### src/hdl/ssd_pkg.sv
// ssd_pkg: shared types, constants and helpers of the silence span detector
// no dependencies; imported by every other file of the block
`default_nettype none

package ssd_pkg;

  // width of the tick counter and of the run start register
  localparam int TIME_BITS = 32;
  // width of the span fields on the result channel
  localparam int SPAN_W    = 32;
  // width of the configuration write data and of the minimum length register
  localparam int CFG_W     = 32;
  localparam int CFG_IDX_W = 2;
  localparam int THR_W     = 16;
  localparam int SAMPLE_W  = 16;

  // configuration register indexes
  localparam logic [CFG_IDX_W-1:0] CFG_SAMPLE_MODE = CFG_IDX_W'(0);
  localparam logic [CFG_IDX_W-1:0] CFG_THRESHOLD   = CFG_IDX_W'(1);
  localparam logic [CFG_IDX_W-1:0] CFG_MIN_TICKS   = CFG_IDX_W'(2);

  // sample formats
  localparam logic MODE_U8  = 1'b0;
  localparam logic MODE_S16 = 1'b1;

  typedef logic [TIME_BITS-1:0] tick_t;
  typedef logic [SPAN_W-1:0]    span_word_t;

  // result of the run tracker for one word
  typedef struct packed {
    logic       emit;
    span_word_t span_start;
    span_word_t span_end;
  } trk_res_t;

  // low span bits of a tick value, zero extended when the counter is narrow
  function automatic span_word_t to_span(input tick_t t);
    logic [TIME_BITS+SPAN_W-1:0] w;
    w = {{SPAN_W{1'b0}}, t};
    return w[SPAN_W-1:0];
  endfunction

  // run length against the minimum, both zero extended to a common width
  function automatic logic long_enough(input tick_t len, input logic [CFG_W-1:0] min_len);
    logic [TIME_BITS+CFG_W-1:0] l;
    logic [TIME_BITS+CFG_W-1:0] m;
    l = {{CFG_W{1'b0}}, len};
    m = {{TIME_BITS{1'b0}}, min_len};
    return l >= m;
  endfunction

endpackage

`default_nettype wire

### src/hdl/ssd_if.sv
// ssd_in_if and ssd_out_if: valid/ready channels of the silence span detector
// depends on ssd_pkg for the payload widths
`default_nettype none

interface ssd_in_if import ssd_pkg::*; ();
  logic                valid;
  logic                ready;
  logic [SAMPLE_W-1:0] sample_bits;
  logic                end_of_clip;

  modport source (output valid, output sample_bits, output end_of_clip, input ready);
  modport sink   (input valid, input sample_bits, input end_of_clip, output ready);
endinterface

interface ssd_out_if import ssd_pkg::*; ();
  logic       valid;
  logic       ready;
  span_word_t span_start;
  span_word_t span_end;

  modport source (output valid, output span_start, output span_end, input ready);
  modport sink   (input valid, input span_start, input span_end, output ready);
endinterface

`default_nettype wire

### src/hdl/ssd_mag.sv
// ssd_mag: q0.16 magnitude of one sample and the silence decision
// depends on ssd_pkg
`default_nettype none

module ssd_mag import ssd_pkg::*; (
  input  wire logic                sample_mode,
  input  wire logic [SAMPLE_W-1:0] sample_bits,
  input  wire logic [THR_W-1:0]    threshold,
  output logic                     silent
);

  logic [8:0]       twice;
  logic [8:0]       dist9;
  logic [THR_W-1:0] mag_u8;
  logic [16:0]      abs17;
  logic [THR_W-1:0] mag_s16;
  logic [THR_W-1:0] mag;

  // 8-bit mode: |2u - 255| * 257 is the distance byte repeated
  always_comb begin
    twice = {sample_bits[7:0], 1'b0};
    if (twice >= 9'd255) begin
      dist9 = twice - 9'd255;
    end else begin
      dist9 = 9'd255 - twice;
    end
    mag_u8 = {dist9[7:0], dist9[7:0]};
  end

  // 16-bit mode: |s| * 2, saturated at full scale
  always_comb begin
    if (sample_bits[SAMPLE_W-1]) begin
      abs17 = 17'h10000 - {1'b0, sample_bits};
    end else begin
      abs17 = {1'b0, sample_bits};
    end
    if (abs17[16] || abs17[15]) begin
      mag_s16 = '1;
    end else begin
      mag_s16 = {abs17[14:0], 1'b0};
    end
  end

  assign mag    = (sample_mode == MODE_U8) ? mag_u8 : mag_s16;
  assign silent = (mag <= threshold);

endmodule

`default_nettype wire

### src/hdl/ssd_tracker.sv
// ssd_tracker: tick counter, open run state and span decision
// depends on ssd_pkg
`default_nettype none

module ssd_tracker import ssd_pkg::*; (
  input  wire logic             clk,
  input  wire logic             rst_n,
  input  wire logic             advance,
  input  wire logic             silent,
  input  wire logic             last,
  input  wire logic [CFG_W-1:0] min_ticks,
  output trk_res_t              res
);

  tick_t tick_r, tick_nxt;
  logic  open_r, open_nxt;
  tick_t start_r, start_nxt;

  tick_t tick_inc;
  logic  open_mid;
  tick_t start_mid;

  // span decision and next state for the word in the input register
  always_comb begin
    res       = '0;
    open_mid  = open_r;
    start_mid = start_r;
    tick_inc  = (tick_r == '1) ? tick_r : tick_r + 1'b1;

    if (silent && !open_r) begin
      open_mid  = 1'b1;
      start_mid = tick_r;
    end else if (!silent && open_r) begin
      if (long_enough(tick_r - start_r, min_ticks)) begin
        res.emit       = 1'b1;
        res.span_start = to_span(start_r);
        res.span_end   = to_span(tick_r);
      end
      open_mid = 1'b0;
    end

    tick_nxt  = tick_inc;
    open_nxt  = open_mid;
    start_nxt = start_mid;

    // clip end flushes an open run and restarts at tick zero
    if (last) begin
      if (open_mid && long_enough(tick_inc - start_mid, min_ticks)) begin
        res.emit       = 1'b1;
        res.span_start = to_span(start_mid);
        res.span_end   = to_span(tick_inc);
      end
      tick_nxt  = '0;
      open_nxt  = 1'b0;
      start_nxt = '0;
    end
  end

  // state update when the word moves on
  always_ff @(posedge clk) begin
    if (!rst_n) begin
      tick_r  <= '0;
      open_r  <= 1'b0;
      start_r <= '0;
    end else if (advance) begin
      tick_r  <= tick_nxt;
      open_r  <= open_nxt;
      start_r <= start_nxt;
    end
  end

  // an open run never starts after the current tick
  a_start_not_ahead: assert property (@(posedge clk) disable iff (!rst_n)
    open_r |-> (start_r <= tick_r))
    else $error("run start lies after the tick counter");

  // clip end leaves the tracker cleared
  a_clip_end_clears: assert property (@(posedge clk) disable iff (!rst_n)
    (advance && last) |=> (tick_r == '0 && !open_r && start_r == '0))
    else $error("tracker not cleared after clip end");

  // no span without a run behind it
  a_emit_needs_run: assert property (@(posedge clk) disable iff (!rst_n)
    res.emit |-> (open_r || (last && silent)))
    else $error("span raised with no open run");

endmodule

`default_nettype wire

### src/hdl/silence_span_detector.sv
// silence_span_detector: top level with configuration registers, input and
// result registers; depends on ssd_pkg, ssd_if, ssd_mag and ssd_tracker
`default_nettype none

// Finds runs of quiet audio: one sample word per tick, a span word (first
// silent tick, first loud tick or clip-end tick) for each run at least as
// long as the minimum length register. A word sits in the input register,
// where the magnitude, threshold compare and run update are done, and a span
// goes to the result register. One word is taken every cycle; the only stall
// is a span that meets a result register still held by the sink. A span is
// loaded into the result register when its word leaves the input register.
// Configuration must be written through cfg_we/cfg_index/cfg_wdata only
// while no word is in flight; the block itself does not enforce this.
module silence_span_detector import ssd_pkg::*; (
  input  wire logic                 clk,
  input  wire logic                 rst_n,
  ssd_in_if.sink                    in_ch,
  ssd_out_if.source                 out_ch,
  input  wire logic                 cfg_we,
  input  wire logic [CFG_IDX_W-1:0] cfg_index,
  input  wire logic [CFG_W-1:0]     cfg_wdata
);

  logic             mode_r;
  logic [THR_W-1:0] thr_r;
  logic [CFG_W-1:0] min_r;

  logic                s1_v_r, s1_v_nxt;
  logic [SAMPLE_W-1:0] s1_sample_r;
  logic                s1_last_r;

  logic       out_v_r, out_v_nxt;
  span_word_t out_start_r;
  span_word_t out_end_r;

  logic     silent;
  trk_res_t res;
  logic     out_free;
  logic     s1_adv;
  logic     in_take;
  logic     out_ld;

  // configuration registers
  always_ff @(posedge clk) begin
    if (!rst_n) begin
      mode_r <= MODE_S16;
      thr_r  <= '0;
      min_r  <= '0;
    end else if (cfg_we) begin
      unique case (cfg_index)
        CFG_SAMPLE_MODE: mode_r <= cfg_wdata[0];
        CFG_THRESHOLD:   thr_r  <= cfg_wdata[THR_W-1:0];
        CFG_MIN_TICKS:   min_r  <= cfg_wdata;
        default: ;
      endcase
    end
  end

  // flow control between the two registers
  assign out_free     = !out_v_r || out_ch.ready;
  assign s1_adv       = s1_v_r && (!res.emit || out_free);
  assign in_ch.ready  = !s1_v_r || s1_adv;
  assign in_take      = in_ch.valid && in_ch.ready;
  assign out_ld       = s1_adv && res.emit;

  always_comb begin
    s1_v_nxt = in_take ? 1'b1 : (s1_adv ? 1'b0 : s1_v_r);
    out_v_nxt = out_ld ? 1'b1 : (out_ch.ready ? 1'b0 : out_v_r);
  end

  // input register
  always_ff @(posedge clk) begin
    if (!rst_n) begin
      s1_v_r <= 1'b0;
    end else begin
      s1_v_r <= s1_v_nxt;
    end
  end

  always_ff @(posedge clk) begin
    if (in_take) begin
      s1_sample_r <= in_ch.sample_bits;
      s1_last_r   <= in_ch.end_of_clip;
    end
  end

  ssd_mag u_mag (
    .sample_mode (mode_r),
    .sample_bits (s1_sample_r),
    .threshold   (thr_r),
    .silent      (silent)
  );

  ssd_tracker u_trk (
    .clk       (clk),
    .rst_n     (rst_n),
    .advance   (s1_adv),
    .silent    (silent),
    .last      (s1_last_r),
    .min_ticks (min_r),
    .res       (res)
  );

  // result register
  always_ff @(posedge clk) begin
    if (!rst_n) begin
      out_v_r <= 1'b0;
    end else begin
      out_v_r <= out_v_nxt;
    end
  end

  always_ff @(posedge clk) begin
    if (out_ld) begin
      out_start_r <= res.span_start;
      out_end_r   <= res.span_end;
    end
  end

  assign out_ch.valid      = out_v_r;
  assign out_ch.span_start = out_start_r;
  assign out_ch.span_end   = out_end_r;

  // a new result only comes from a word held in the input register
  a_result_from_word: assert property (@(posedge clk) disable iff (!rst_n)
    (out_v_r && !$past(out_v_r)) |-> $past(s1_v_r))
    else $error("result appeared without a word in the input register");

  // a stuck word in the input register blocks the input
  a_stall_blocks_input: assert property (@(posedge clk) disable iff (!rst_n)
    (s1_v_r && !s1_adv) |-> !in_ch.ready)
    else $error("input taken while the input register is stuck");

  // a span is only held back by an occupied, stalled result register
  a_stall_cause: assert property (@(posedge clk) disable iff (!rst_n)
    (s1_v_r && !s1_adv) |-> (res.emit && out_v_r && !out_ch.ready))
    else $error("input register stalled with no cause");

endmodule

`default_nettype wire

### src/flat_wrapper.sv
// flat-port wrapper written by rule: the top's interface ports become plain ports
module silence_span_detector_flat import ssd_pkg::*;
  (clk, rst_n, cfg_we, cfg_index, cfg_wdata, in_ch_valid, in_ch_sample_bits, in_ch_end_of_clip, in_ch_ready, out_ch_valid, out_ch_span_start, out_ch_span_end, out_ch_ready);
  ssd_in_if in_ch_i ();
  ssd_out_if out_ch_i ();
  input  wire logic clk;
  input  wire logic rst_n;
  input  wire logic cfg_we;
  input  wire logic [CFG_IDX_W-1:0] cfg_index;
  input  wire logic [CFG_W-1:0] cfg_wdata;
  input wire logic [$bits(in_ch_i.valid)-1:0] in_ch_valid;
  input wire logic [$bits(in_ch_i.sample_bits)-1:0] in_ch_sample_bits;
  input wire logic [$bits(in_ch_i.end_of_clip)-1:0] in_ch_end_of_clip;
  output wire logic [$bits(in_ch_i.ready)-1:0] in_ch_ready;
  output wire logic [$bits(out_ch_i.valid)-1:0] out_ch_valid;
  output wire logic [$bits(out_ch_i.span_start)-1:0] out_ch_span_start;
  output wire logic [$bits(out_ch_i.span_end)-1:0] out_ch_span_end;
  input wire logic [$bits(out_ch_i.ready)-1:0] out_ch_ready;
  assign in_ch_i.valid = in_ch_valid;
  assign in_ch_i.sample_bits = in_ch_sample_bits;
  assign in_ch_i.end_of_clip = in_ch_end_of_clip;
  assign in_ch_ready = in_ch_i.ready;
  assign out_ch_valid = out_ch_i.valid;
  assign out_ch_span_start = out_ch_i.span_start;
  assign out_ch_span_end = out_ch_i.span_end;
  assign out_ch_i.ready = out_ch_ready;
  silence_span_detector u_core (.clk(clk), .rst_n(rst_n), .in_ch(in_ch_i), .out_ch(out_ch_i), .cfg_we(cfg_we), .cfg_index(cfg_index), .cfg_wdata(cfg_wdata));
endmodule
### config.mk
export PLATFORM = sky130hd
export DESIGN_NAME = silence_span_detector_flat
export DESIGN_NICKNAME = d
export VERILOG_FILES = /design/src/hdl/ssd_pkg.sv /design/src/hdl/ssd_if.sv /design/src/hdl/ssd_mag.sv /design/src/hdl/ssd_tracker.sv /design/src/hdl/silence_span_detector.sv /design/src/flat_wrapper.sv
export SDC_FILE = /design/constraint.sdc
export NUM_CORES = 1
export LEC_CHECK = 0
export ABC_CLOCK_PERIOD_IN_PS = 15750
export BUFFER_PORTS_ARGS = -buffer_cell sky130_fd_sc_hd__buf_2
export CORE_UTILIZATION = 35
export DETAILED_ROUTE_END_ITERATION = 7
export PLACE_DENSITY = 0.58
export SLEW_MARGIN = 30
export SYNTH_ARGS = -nofsm -noshare
export SYNTH_HDL_FRONTEND = slang
export SYNTH_SLANG_ARGS = --single-unit
### constraint.sdc
create_clock -name clk -period 15.75 [get_ports clk]
set_clock_uncertainty 0.05 [all_clocks]
set_input_delay 1.575 -clock clk [delete_from_list [all_inputs] [get_ports clk]]
set_output_delay 1.575 -clock clk [all_outputs]
set_load 0.005 [all_outputs]
Yosys cells after proc, flatten, opt, wreduce, memory -nomap -nowiden. Index checks and enable logic that the tools add are counted.

Word-level logic and storage cells: 66. Flip-flop bits (word level): 197. Input bits: 56. Output and inout port bits: 66.

Reductions and logical operators: 21. Add/sub/neg operators: 6. Mux-type cells: 20. Equality and inequality tests: 3. Order comparisons: 4.

Operator list (number): $mux 65 (5); $mux 32 (4); $ge 32x32->1 (2); $sub 32x32->32 (2); $add 32x1->32 const B (1); $eq 32x32->1 const B (1); $mux 16 (2); $mux 17 (1); $sub 17x16->17 const A (1); $le 16x16->1 (1); $ge 9x8->1 const B (1); $mux 8 (1); $sub 8x8->8 const A (1); $sub 8x8->8 const B (1); $mux 1 (7); $logic_and 1x1->1 (6); $reduce_and 2->1 (3); $logic_not 1->1 (5); $logic_or 1x1->1 (4); $reduce_bool 2->1 (2); $eq 2x1->1 const B (1); $eq 2x2->1 const B (1); $logic_not 2->1 (1).

Longest topological paths before layout. Gate-level depths: netlist (run 1).

Depth in word-level cells: 19. Mapped depth: 45. Mapped depth without buffers: 40.

By module. A second synthesis (run 1) with hierarchy kept.

Cell total of the unflattened synthesis: 1742. Area total of the unflattened synthesis: 14856.7 um^2.

By module, submodules not included: ssd_tracker (sequential area each 1301.2 um^2, instances 1, cells each 1305, area an instance 9344.0 um^2); silence_span_detector (sequential area each 3453.3 um^2, instances 1, cells each 291, area an instance 4473.0 um^2); ssd_mag (sequential area each 0.0 um^2, instances 1, cells each 146, area an instance 1039.7 um^2).

Least setup slack after synthesis (run 1). Ideal clock, no wire load.

Kind: register to register. From: register u_core.s1_sample_r[0]. To: register u_core.out_end_r[0], in the netlist u_core.out_ch.span_end[0] (enable). Arrival: 11562 ps. Buffers on the path: 6. Data required time: 15214 ps. Path slack: 3652 ps. Stages on the path, launching flop included: 40. Period minus slack after synthesis: 12098 ps. Library setup time: 486 ps. Cell sequence: edfxtp_1 -> or3_1 -> or3_1 -> or3_1 -> or3_1 -> o41a_1 -> clkbuf_1 -> a21oi_1 -> ha_1 -> nand4_1 -> a2111o_1 -> a31oi_4 -> buf_2 -> buf_1 -> mux2i_1 -> ha_1 -> and3_2 -> nand2_1 -> [... 4 more ...] -> o21a_1 -> o311ai_1 -> ha_1 -> a21o_1 -> a21o_1 -> a21o_1 -> a21o_1 -> a21o_1 -> a21o_1 -> a221oi_1 -> o21ai_1 -> and3b_1 -> clkbuf_1 -> a211oi_2 -> o21ai_2 -> buf_2 -> buf_2 -> nor2_1.

Cells in the longest elaborated chain, start to end: 17. Elaborated cells between the ends (all ways): 27. Those cells by class: 4 x add/sub; 3 x order compare; 11 x mux; 9 x reduce/logical.

RTL lines: start, declared (RTL line silence_span_detector.sv:29) `logic [SAMPLE_W-1:0] s1_sample_r;`; start signal, assigned (RTL line silence_span_detector.sv:82) `s1_sample_r <= in_ch.sample_bits;`; $sub 17x16->17 (RTL line ssd_mag.sv:33) `abs17 = 17'h10000 - {1'b0, sample_bits};`; $mux 17 (RTL line ssd_mag.sv:32) `if (sample_bits[SAMPLE_W-1]) begin`; $logic_or 1x1->1 (RTL line ssd_mag.sv:37) `if (abs17[16] || abs17[15]) begin`; $mux 16 (RTL line ssd_mag.sv:37); $mux 16 (*) (RTL line ssd_mag.sv:44) `assign mag = (sample_mode == MODE_U8) ? mag_u8 : mag_s16;`; $le 16x16->1 (*) (RTL line ssd_mag.sv:45) `assign silent = (mag <= threshold);`; $logic_and 1x1->1 / $logic_not 1->1 (equally long branches) (RTL line ssd_tracker.sv:30, ssd_tracker.sv:33); $mux 32 / $logic_and 1x1->1 (equally long branches) (RTL line ssd_tracker.sv:30, ssd_tracker.sv:33); [... 2 more ...]; $logic_and 1x1->1 (RTL line ssd_tracker.sv:48) `if (open_mid && long_enough(tick_inc - start_mid, min_ticks)) begin`; $mux 65 (RTL line ssd_tracker.sv:48); $mux 65 (*) (RTL line ssd_tracker.sv:47) `if (last) begin`; $logic_not 1->1 (RTL line silence_span_detector.sv:61) `assign s1_adv = s1_v_r && (!res.emit || out_free);`; $logic_or 1x1->1 (RTL line silence_span_detector.sv:61); $logic_and 1x1->1 (RTL line silence_span_detector.sv:61); $logic_and 1x1->1 (*) (RTL line silence_span_detector.sv:64) `assign out_ld = s1_adv && res.emit;`; named net u_core.out_ld (RTL line silence_span_detector.sv:41) `logic out_ld;`; end signal, assigned (RTL line silence_span_detector.sv:116) `out_end_r <= res.span_end;`; end, declared (RTL line silence_span_detector.sv:34) `span_word_t out_end_r;`.

Mark *: on every way through the listed nets, which the timed path passes. The rest lies on a longest branch. A chain may end at the register's enable or synchronous reset.

Worst setup path after layout (run 1).
From: register u_core.s1_sample_r[0]. To: output port in_ch_ready.

Cells in the longest elaborated chain, start to end: 17. Elaborated cells between the ends (all ways): 27. Those cells by class: 4 x add/sub; 3 x order compare; 11 x mux; 9 x reduce/logical.

RTL lines: $sub 17x16->17 (RTL line ssd_mag.sv:33); $mux 17 (RTL line ssd_mag.sv:32); $logic_or 1x1->1 (RTL line ssd_mag.sv:37); $mux 16 (RTL line ssd_mag.sv:37); $mux 16 (*) (RTL line ssd_mag.sv:44); $le 16x16->1 (*) (RTL line ssd_mag.sv:45); $logic_and 1x1->1 / $logic_not 1->1 (equally long branches) (RTL line ssd_tracker.sv:30, ssd_tracker.sv:33); $mux 32 / $logic_and 1x1->1 (equally long branches) (RTL line ssd_tracker.sv:30, ssd_tracker.sv:33); $sub 32x32->32 / $mux 1 (equally long branches) (RTL line ssd_tracker.sv:48, ssd_tracker.sv:33); $ge 32x32->1 / $mux 1 (equally long branches) (RTL line ssd_pkg.sv:49, ssd_tracker.sv:30); $logic_and 1x1->1 (RTL line ssd_tracker.sv:48); $mux 65 (RTL line ssd_tracker.sv:48); $mux 65 (*) (RTL line ssd_tracker.sv:47); $logic_not 1->1 (*) (RTL line silence_span_detector.sv:61); $logic_or 1x1->1 (*) (RTL line silence_span_detector.sv:61); $logic_and 1x1->1 (*) (RTL line silence_span_detector.sv:61); $logic_or 1x1->1 (*) (RTL line silence_span_detector.sv:62) `assign in_ch.ready = !s1_v_r || s1_adv;`; end, declared (RTL line flat_wrapper.sv:14) `output wire logic [$bits(in_ch_i.ready)-1:0] in_ch_ready;`.

Mark *: on every way between the ends. The rest lies on a longest branch, timed or not.

==> results of run 1 <==
area by class of cell:
cell class / count / area share
clock buffer: 17 / 0.0262
clock inverter: 15 / 0.0119
inverter: 132 / 0.0306
multi-input combinational: 1300 / 0.554
sequential: 197 / 0.293
tap: 532 / 0.0410
timing repair buffer: 133 / 0.0430
cells by family after synthesis:
family	Yosys count
compound gates	481
fa+ha+maj	144
xor+xnor	111
buf+inv	229
simple gates	532
flops	197
mux	32
layer usage:
layer	share of wire	vias up	wire length [µm]	global-route usage
met1	0.49	5866	20900	0.297
li1	-	6261	-	-
met5	0.00063	-	27	0
met3	0.062	40	2650	0.0370
met4	0.018	4	781	0.0563
met2	0.43	346	18200	0.306
synthesized netlist by cell type (18+ instances only):
library cell    n
nand2_1       211
ha_1          140
inv_1         132
dfxtp_1       116
o21ai_0       102
nor2_1        100
a21oi_1        87
nand3_1        82
edfxtp_1       81
xnor2_1        74
o31ai_1        60
clkbuf_1       58
a21o_1         54
a21boi_0       51
xor2_1         35
mux2i_1        31
nand4_1        28
o211ai_1       18
sequential cells by signal, summed over array words and instances, names as in the netlist:
| signal | cells |
|---|---|
| u_core.s1_last_r | 1 |
| u_core.out_ch.span_start | 32 |
| u_core.out_ch.span_end | 32 |
| u_core.min_r | 32 |
| u_core.s1_sample_r | 16 |
| u_core.out_ch.valid | 1 |
| u_core.u_trk.tick_r | 32 |
| u_core.mode_r | 1 |
| u_core.s1_v_r | 1 |
| u_core.thr_r | 16 |
| u_core.u_trk.start_r | 32 |
| u_core.u_trk.open_r | 1 |
per-stage QoR:
step           instances  setup slack (ns)  cell area [µm²]  total power, mW
6_report            2326              4.00            16200             1.31
5_1_grt             2326              3.42            16200             1.37
4_1_cts             2326              4.03            16200             1.32
3_5_place_dp        2294              4.60            15600            0.844
3_3_place_gp        2294              4.77            15600            0.839
2_1_floorplan       1726              3.65            14700            0.761
worst paths after layout:
check / from / to / slack, ns / depth (start not counted)
worst max-delay path: u_core.s1_sample_r[0] / in_ch_ready / 4.00 / 37
worst min-delay path: u_core.min_r[13] / u_core.min_r[13] / 0.41 / 2
worst max register to register: u_core.s1_sample_r[0] / u_core.u_trk.tick_r[25] / 4.48 / 38
worst min register to register: u_core.min_r[13] / u_core.min_r[13] / 0.41 / 2
critical path, delay by kind of cell, from the launching register on:
| kind | cells | cell delay, ns |
|---|---|---|
| AO/OA/AOI/OAI | 18 | 4.33 |
| AND/OR/NAND/NOR | 10 | 2.38 |
| adder cells (fa/ha/maj) | 4 | 1.16 |
| buffers and inverters | 3 | 0.69 |
| flip-flops | 1 | 0.43 |
| multiplexers | 1 | 0.37 |
| XOR/XNOR | 1 | 0.24 |
placed cells by master, fill, tap and decap left out, types with 6 or more instances in the layout:
cell       Yosys  layout
buf_2         14     120
nand4_1       28      28
o21bai_1      13      13
a21oi_1       87      87
xnor2_1       74      74
mux2i_1       31      31
o21ai_0      102     102
or3_1         11      11
nor3_1        15      15
o21a_1        11      11
nand2b_1      15      15
and2_1         6       6
a21boi_0      51      51
nand2_1      211     211
edfxtp_1      81      81
buf_4          4      13
a31oi_1        8       8
nand3_1       82      82
nor2_1       100      98
o211ai_1      18      18
o31ai_1       60      60
ha_1         140     140
and3_1         8       8
dfxtp_1      116     116
a22o_1        14      14
nor2b_1       13      13
clkbuf_16      0      17
a211oi_1       7       7
a21o_1        54      54
xor2_1        35      35
inv_1        132     132
where the power goes:
group          switching, mW  internal, mW  leakage [nW]
sequential           0.00883         0.545          1.59
clock                  0.220         0.254         0.296
combinational          0.163         0.116          4.33
==> flow_summary.toml, run 1 <==
[clock_network]
clock-root-buffer = "clkbuf_16"
htree_levels = 4
hold_buffers = 0
clk_latency_ns = 0.47
clk_pin_slew_ns = 0.08
cts_buffers = 17
cts_setup_buffers = 0
clk_path_buf_depth = 2
cts_tree = "done"
clock_sinks = 197
cts_resized = 0

[die]
coreArea_um2 = 41100
dieArea_um2 = 42800
start_util = 0.358
pin_count = 122
fp.dieH_um = 207
die_x_um = 207
num_rows = 74

[logic_synthesis]
synth_seq_cells = 197
mappedNetlistArea_um2 = 14700
syn_inst = 1726
synthMuxAreaShare = 0.0221
yosys_warnings = 0
synthSimpleGateAreaFrac = 0.173
async_flop_share = 0
synth_top_cell_by_area = "edfxtp_1"
synth_xor_area_frac = 0.0679
synth_cell_types = 95
synth-edff-count = 81
synthFlopType = "dfxtp_1"
synth_top_family_by_area = "compound AO/OA/AOI/OAI gates"
yosys-top-cells-area = "edfxtp_1 (17%), dfxtp_1 (16%), ha_1 (12%), nand2_1 (5.4%), xnor2_1 (4.4%)"
syn_avg_cell_area_um2 = 8.52
yosysTopAreaCellShare = 0.165
yosysSeqAreaShare = 0.323
synth_compound_area_frac = 0.224
synth_nets = 1923
yosys.area_share.adder = 0.123

[route]
drtAntennaViolNets = 0
remaining_drc_errors = 13
wire_per_inst_um = 18.3
firstDrtPassIters = 8
drt_iter0_drc = 946
routed_wl_mm = 42.6
vias = 12500
via_per_inst = 5.38

[sta]
tightest_slew_ns = 0.905
max_freq_ghz = 0.0851
tns_ns = 0
finalCriticalPeriod_ns = 11.75
finalHoldViolCount = 0
relSlewSlack = 0.394
rsz0062_at_grt = "false"
setup_viol = 0
hold_slack_ns = 0.415
period_share = 0.746
final_max_slew_viol_count = 0

[critical_path]
crit_fanout = 35
slowest_delay_ns = 0.61
crit_arrival_ns = 10.13
critPathMostFrequentCell = "a21o_1"
crit_type = "flop to output port"
worstPathRequired_ns = 14.13
cpMaxStageDelayCell = "o41a_1"
start_kind = "flop"
cp-end-kind = "output port"

[place]
io_buffers = 121
place.gp.congestion = 0.917
dp_hpwl_mm = 32.5

[grt]
antenna_found_initial = 2
grt_pass1_vias = 12000
track_usage = 0.204
grt_overflow_total = 0
grt_max_degree = 79
grt_pass1_wl_mm = 67.6

[status]
status = "finished with violations"
failed_checks = "DRC"

[power_and_ir_drop]
peakVddDrop_uv = 70.0
power.leakage_nw = 6.21
power_density_nw_per_um2 = 80.6

[cells_and_area]
drive_above_1_share = 0.118
post-route-util = 0.395
regArea_um2 = 4750
fillers = 4262
nNetsFinal = 1978
antennaDiodeCount = 0
multi_input_area_um2 = 8990
area.growth.synth_to_final_pct = 10.3

[worst_hold_path]
hold_path_class = "flop to flop"

[job]
cap_violations = 0
Power figures use the tool's default switching activity.
==> inputs of run 2 (changes only) <==
--- a/config.mk
+++ b/config.mk
@@ -5,7 +5,7 @@
 export SDC_FILE = /design/constraint.sdc
 export NUM_CORES = 1
 export LEC_CHECK = 0
-export ABC_CLOCK_PERIOD_IN_PS = 15750
+export ABC_CLOCK_PERIOD_IN_PS = 11620
 export BUFFER_PORTS_ARGS = -buffer_cell sky130_fd_sc_hd__buf_2
 export CORE_UTILIZATION = 35
 export DETAILED_ROUTE_END_ITERATION = 7
==> constraint.sdc (replaced) <==
create_clock -name clk -period 11.62 [get_ports clk]
set_clock_uncertainty 0.05 [all_clocks]
set_input_delay 1.162 -clock clk [delete_from_list [all_inputs] [get_ports clk]]
set_output_delay 1.162 -clock clk [all_outputs]
set_load 0.005 [all_outputs]
==> run 2 against run 1 <==
The run still ends with DRC left; largest power group unchanged; sequential share of layout area shrank 0.11 points; utilization increased by 0.15 points; via count rose by 0.54%; die area unchanged; flip-flop and latch count stayed put; cell count increased by 0.30%; critical path type unchanged; total power grew 34%; register-to-register slack worse by 3.6 ns; largest cell class unchanged; clock power increased by 26%; first-iteration DRC count grew 0.85%; routed wire length up 0.80%; critical path depth unchanged.
==> flow_summary.toml, run 2 (synthesis gave the netlist of run 1 again) <==
[sta]
tightest_slew_ns = 0.941
setup_viol = 0
tns_ns = 0
period_share = 0.953
max_freq_ghz = 0.0903
finalHoldViolCount = 0
rsz0062_at_grt = "false"
final_max_slew_viol_count = 0
finalCriticalPeriod_ns = 11.07
relSlewSlack = 0.371

[route]
remaining_drc_errors = 2
routed_wl_mm = 42.9
drtAntennaViolNets = 0
via_per_inst = 5.39
firstDrtPassIters = 8
vias = 12600
wire_per_inst_um = 18.4
drt_iter0_drc = 954

[power_and_ir_drop]
p_int_mw = 1.21
power_density_nw_per_um2 = 107
clkPwrFrac = 0.343
p_switching_mw = 0.538
power.share.combinational = 0.228
peakVddDrop_uv = 113
p_seq_frac = 0.430
power.leakage_nw = 6.24
p_sw_frac = 0.308

[critical_path]
cp-end-kind = "output port"
crit_type = "flop to output port"
cpMaxStageDelayCell = "o41a_1"
critPathMostFrequentCell = "a21o_1"
startpoint = "u_core.s1_sample_r[1]"
slowest_delay_ns = 0.61
crit_fanout = 16
start_kind = "flop"
reg2reg_to = "u_core.out_ch.span_start[26]"
worstPathRequired_ns = 10.41
r2r_cells = 37
timing.rr.start = "u_core.s1_sample_r[1]"
crit_arrival_ns = 9.86
rrSetupSlack_ns = 0.93

[place]
io_buffers = 121
place.gp.congestion = 0.905
dp_hpwl_mm = 32.7

[grt]
grt_pass1_vias = 11800
grt_max_degree = 65
grt_pass1_wl_mm = 66.8
grt_overflow_total = 0
antenna_found_initial = 1
track_usage = 0.202

[status]
status = "finished with violations"
failed_checks = "DRC"

[clock_network]
clock_sinks = 197
cts_buffers = 17
clk_path_buf_depth = 2
hold_buffers = 0
clk_pin_slew_ns = 0.07
cts_tree = "done"
htree_levels = 4
clock-root-buffer = "clkbuf_16"
clk_latency_ns = 0.48

[worst_hold_path]
min_from = "u_core.min_r[22]"
hold_path_class = "flop to flop"
hold_path_depth = 2
hold_end = "u_core.min_r[22]"

[cells_and_area]
area.growth.synth_to_final_pct = 10.7
antennaDiodeCount = 0
nNetsFinal = 1985
post-route-util = 0.396
layout_common_cells = "nand2_1 (211), ha_1 (140), inv_1 (132)"
layout_commonest_cell = "nand2_1"
drive_above_1_share = 0.124

[die]
dieArea_um2 = 42800
num_rows = 74
fp.dieH_um = 207
die_x_um = 207
pin_count = 122
start_util = 0.358
coreArea_um2 = 41100

[job]
cap_violations = 0
==> run 2: worst max path at each step <==
stage                                         to  slack [ns]  cells past startpoint
CTS                                  in_ch_ready        0.37                     36
finish                               in_ch_ready        0.55                     37
detailed placement  u_core.out_ch.span_start[22]        0.87                     37
global placement                     in_ch_ready        1.09                     37
global route                         in_ch_ready        0.02                     39
floorplan              u_core.out_ch.span_end[0]        0.57                     39
==> run 2: metrics by stage <==
step                hold slack (ns)  setup slack, ns  area, µm²  cells  power, mW
floorplan                     0.393            0.568      14700   1726       1.03
global placement              0.403             1.09      15600   2295       1.14
detailed placement            0.409            0.868      15600   2295       1.15
CTS                           0.419            0.370      16200   2327       1.75
global route                  0.441           0.0227      16300   2333       1.83
finish                        0.415            0.545      16300   2333       1.75
==> run 2: per-layer routing <==
metal | GRT usage | wire [µm] | share of wire | up-vias
li1 | - | - | - | 6273
met1 | 0.301 | 21500 | 0.50 | 5895
met2 | 0.299 | 18300 | 0.43 | 379
met3 | 0.0312 | 2530 | 0.059 | 37
met4 | 0.0521 | 603 | 0.014 | 0
met5 | 0 | 0 | 0 | -
==> run 2: cell type report <==
cell class	count	area, µm²
multi-input combinational	1301	9020
sequential	197	4750
clock inverter	15	146
tap	532	666
clock buffer	17	425
fill	4199	24800
timing repair buffer	139	768
inverter	132	495
==> run 2: critical path, delay by kind of cell, from the launching register on <==
family                     cells  cell delay [ns]
AOI/OAI and AO/OA             21             5.21
and+or+nand+nor                8             2.27
adders and majority gates      3             0.72
DFF                            1             0.46
muxes                          1             0.30
buffers and inverters          3             0.25
xor gates and xnor gates       1             0.16
==> run 2: timing repair <==
item	4_1_cts	5_1_grt
endpoints found under the setup margin	0	1
hold endpoints to repair	0	0
buffers inserted	0	5
resized for setup	0	3
==> run 2: power by group through the flow <==
stage | clock network, mW | registers, mW | logic (mW)
2_1_floorplan | 0 | 0.765 | 0.267
3_3_place_gp | 0 | 0.766 | 0.373
3_5_place_dp | 0 | 0.766 | 0.380
4_1_cts | 0.613 | 0.750 | 0.383
5_1_grt | 0.638 | 0.752 | 0.439
6_report | 0.598 | 0.750 | 0.398
==> inputs of run 3 (changes only) <==
--- a/config.mk
+++ b/config.mk
@@ -13,4 +13,5 @@
 export SLEW_MARGIN = 30
 export SYNTH_ARGS = -nofsm -noshare
 export SYNTH_HDL_FRONTEND = slang
+export SYNTH_HIERARCHICAL = 1
 export SYNTH_SLANG_ARGS = --single-unit
==> run 3 against run 2 <==
The run now ends clean; clock power up 3%; non-clock buffer count fell by 8; first-iteration DRC count fell by 9.4%; largest power group unchanged; highest routed layer unchanged.
==> flow_summary.toml, run 3 <==
[sta]
finalHoldViolCount = 0
tightest_slew_ns = 1.01
setup_viol = 0
max_freq_ghz = 0.0931
finalCriticalPeriod_ns = 10.74
tns_ns = 0
fin_ws_ns = 0.881
period_share = 0.924
final_max_slew_viol_count = 0
rsz0062_at_grt = "false"
relSlewSlack = 0.325
hold_slack_ns = 0.410

[logic_synthesis]
syn_inst = 1742
yosys-top-cells-area = "edfxtp_1 (16%), dfxtp_1 (16%), ha_1 (12%), xnor2_1 (4.2%), a21oi_1 (4.0%)"
ys_top_cells_by_count = "inv_1 (145), ha_1 (141), nand2_1 (141)"
synthFlopType = "dfxtp_1"
yosys_warnings = 6
async_flop_share = 0
synth_top_cell_by_area = "edfxtp_1"
synth-edff-count = 81
mappedNetlistArea_um2 = 14900
syn_avg_cell_area_um2 = 8.53
synth_cell_types = 93
yosysSeqAreaShare = 0.320
yosysTopAreaCellShare = 0.164
synth.most_common_cell = "inv_1"
synth_seq_cells = 197
synth_nets = 1940

[grt]
grt_max_degree = 91
track_usage = 0.198
grt_overflow_total = 0
grt_pass1_wl_mm = 67.2
antenna_found_initial = 0
grt_pass1_vias = 12300

[critical_path]
crit_arrival_ns = 9.53
cpMaxStageDelayCell = "edfxtp_1"
cp-end-kind = "output port"
crit_type = "flop to output port"
start_kind = "flop"
worstPathRequired_ns = 10.41
slowest_delay_ns = 0.66
crit_fanout = 38

[die]
pin_count = 122
num_rows = 75
dieArea_um2 = 43300
die_x_um = 208
start_util = 0.354
fp.dieH_um = 208
coreArea_um2 = 41900

[cells_and_area]
nNetsFinal = 1992
fin_area_um2 = 16400
area.growth.synth_to_final_pct = 10.2
antennaDiodeCount = 0
layout_common_cells = "inv_1 (145), nand2_1 (141), ha_1 (141)"
drive_above_1_share = 0.111
layout_commonest_cell = "inv_1"

[route]
routed_wl_mm = 43.0
drtAntennaViolNets = 0
remaining_drc_errors = 0
via_per_inst = 5.53
wire_per_inst_um = 18.3
drt_iter0_drc = 864
firstDrtPassIters = 5
vias = 13000

[status]
status = "finished, final reports clean"

[clock_network]
clk_path_buf_depth = 2
clk_pin_slew_ns = 0.08
cts_buffers = 17
clock-root-buffer = "clkbuf_16"
cts_tree = "done"
cts_resized = 0
clk_latency_ns = 0.48
hold_buffers = 0
clock_sinks = 197
cts_setup_buffers = 0
htree_levels = 4

[place]
dpl_cell_area_um2 = 15800
pre_cts_ws_ns = 1.12
dp_hpwl_mm = 32.1
place.gp.congestion = 0.952
io_buffers = 121

[worst_hold_path]
hold_path_class = "flop to flop"

[power_and_ir_drop]
power.leakage_nw = 6.92
peakVddDrop_uv = 98.9
power_density_nw_per_um2 = 101
finalPower_mw = 1.65

[job]
cap_violations = 0
## run 3: power by group
group / internal (mW) / switching [mW] / total (mW) / leakage, nW
combinational: 0.116 / 0.176 / 0.292 / 4.92
sequential: 0.734 / 0.0129 / 0.747 / 1.71
clock: 0.292 / 0.322 / 0.613 / 0.291
total: 1.14 / 0.511 / 1.65 / 6.92
## run 3: path summary, 6_finish.rpt
path	startpoint	to	slack, ns	depth (start not counted)
worst max-delay path	u_core/s1_sample_r[15]	in_ch_ready	0.88	33
worst min-delay path	u_core/min_r[9]	u_core/min_r[9]	0.41	2
worst max register to register	u_core/s1_sample_r[15]	u_core/u_trk/tick_r[9]	1.23	36
worst min register to register	u_core/min_r[9]	u_core/min_r[9]	0.41	2
## run 3: kinds of logic (layout without fill, tap and decap cells)
kind of cell,Yosys count,count (layout),share of synthesized area
buffers and inverters,244,309,0.0706
flip-flops,197,197,0.320
adder cells (fa/ha/maj),143,143,0.121
AND/OR/NAND/NOR,512,512,0.177
AO/OA/AOI/OAI,490,490,0.215
XOR/XNOR,101,101,0.0595
multiplexers,55,55,0.0373
## run 3: per-stage QoR
step	utilization	instances
after floorplan	-	1742
after global placement	0.375	2313
after detailed placement	0.376	2314
after CTS	0.390	2346
after global routing	0.390	2346
final	0.390	2346
## run 3: metal layers
layer	GRT usage	routed length (µm)	part of all wire	vias up
li1	-	-	-	6373
met1	0.242	18500	0.43	6206
met2	0.351	21700	0.50	331
met3	0.0255	1630	0.038	65
met4	0.0774	1120	0.026	0
met5	0	0	0	-
## run 3: cell type report
class                   instances  area [µm²]
inverters                     146         548
well taps                     539         674
repair buffers                131         699
flip-flops and latches        197        4750
fillers                      4250       25600
multi-input cells            1301        9090
clock inverters                15         174
clock buffers                  17         425
## run 3: worst max-delay path: cells and delay by family (launching register included)
kind	cells	cell delay [ns]
buf+inv	2	0.61
simple gates	10	2.82
fa+ha+maj	3	0.92
compound gates	17	3.88
xor+xnor	1	0.15
flops	1	0.66
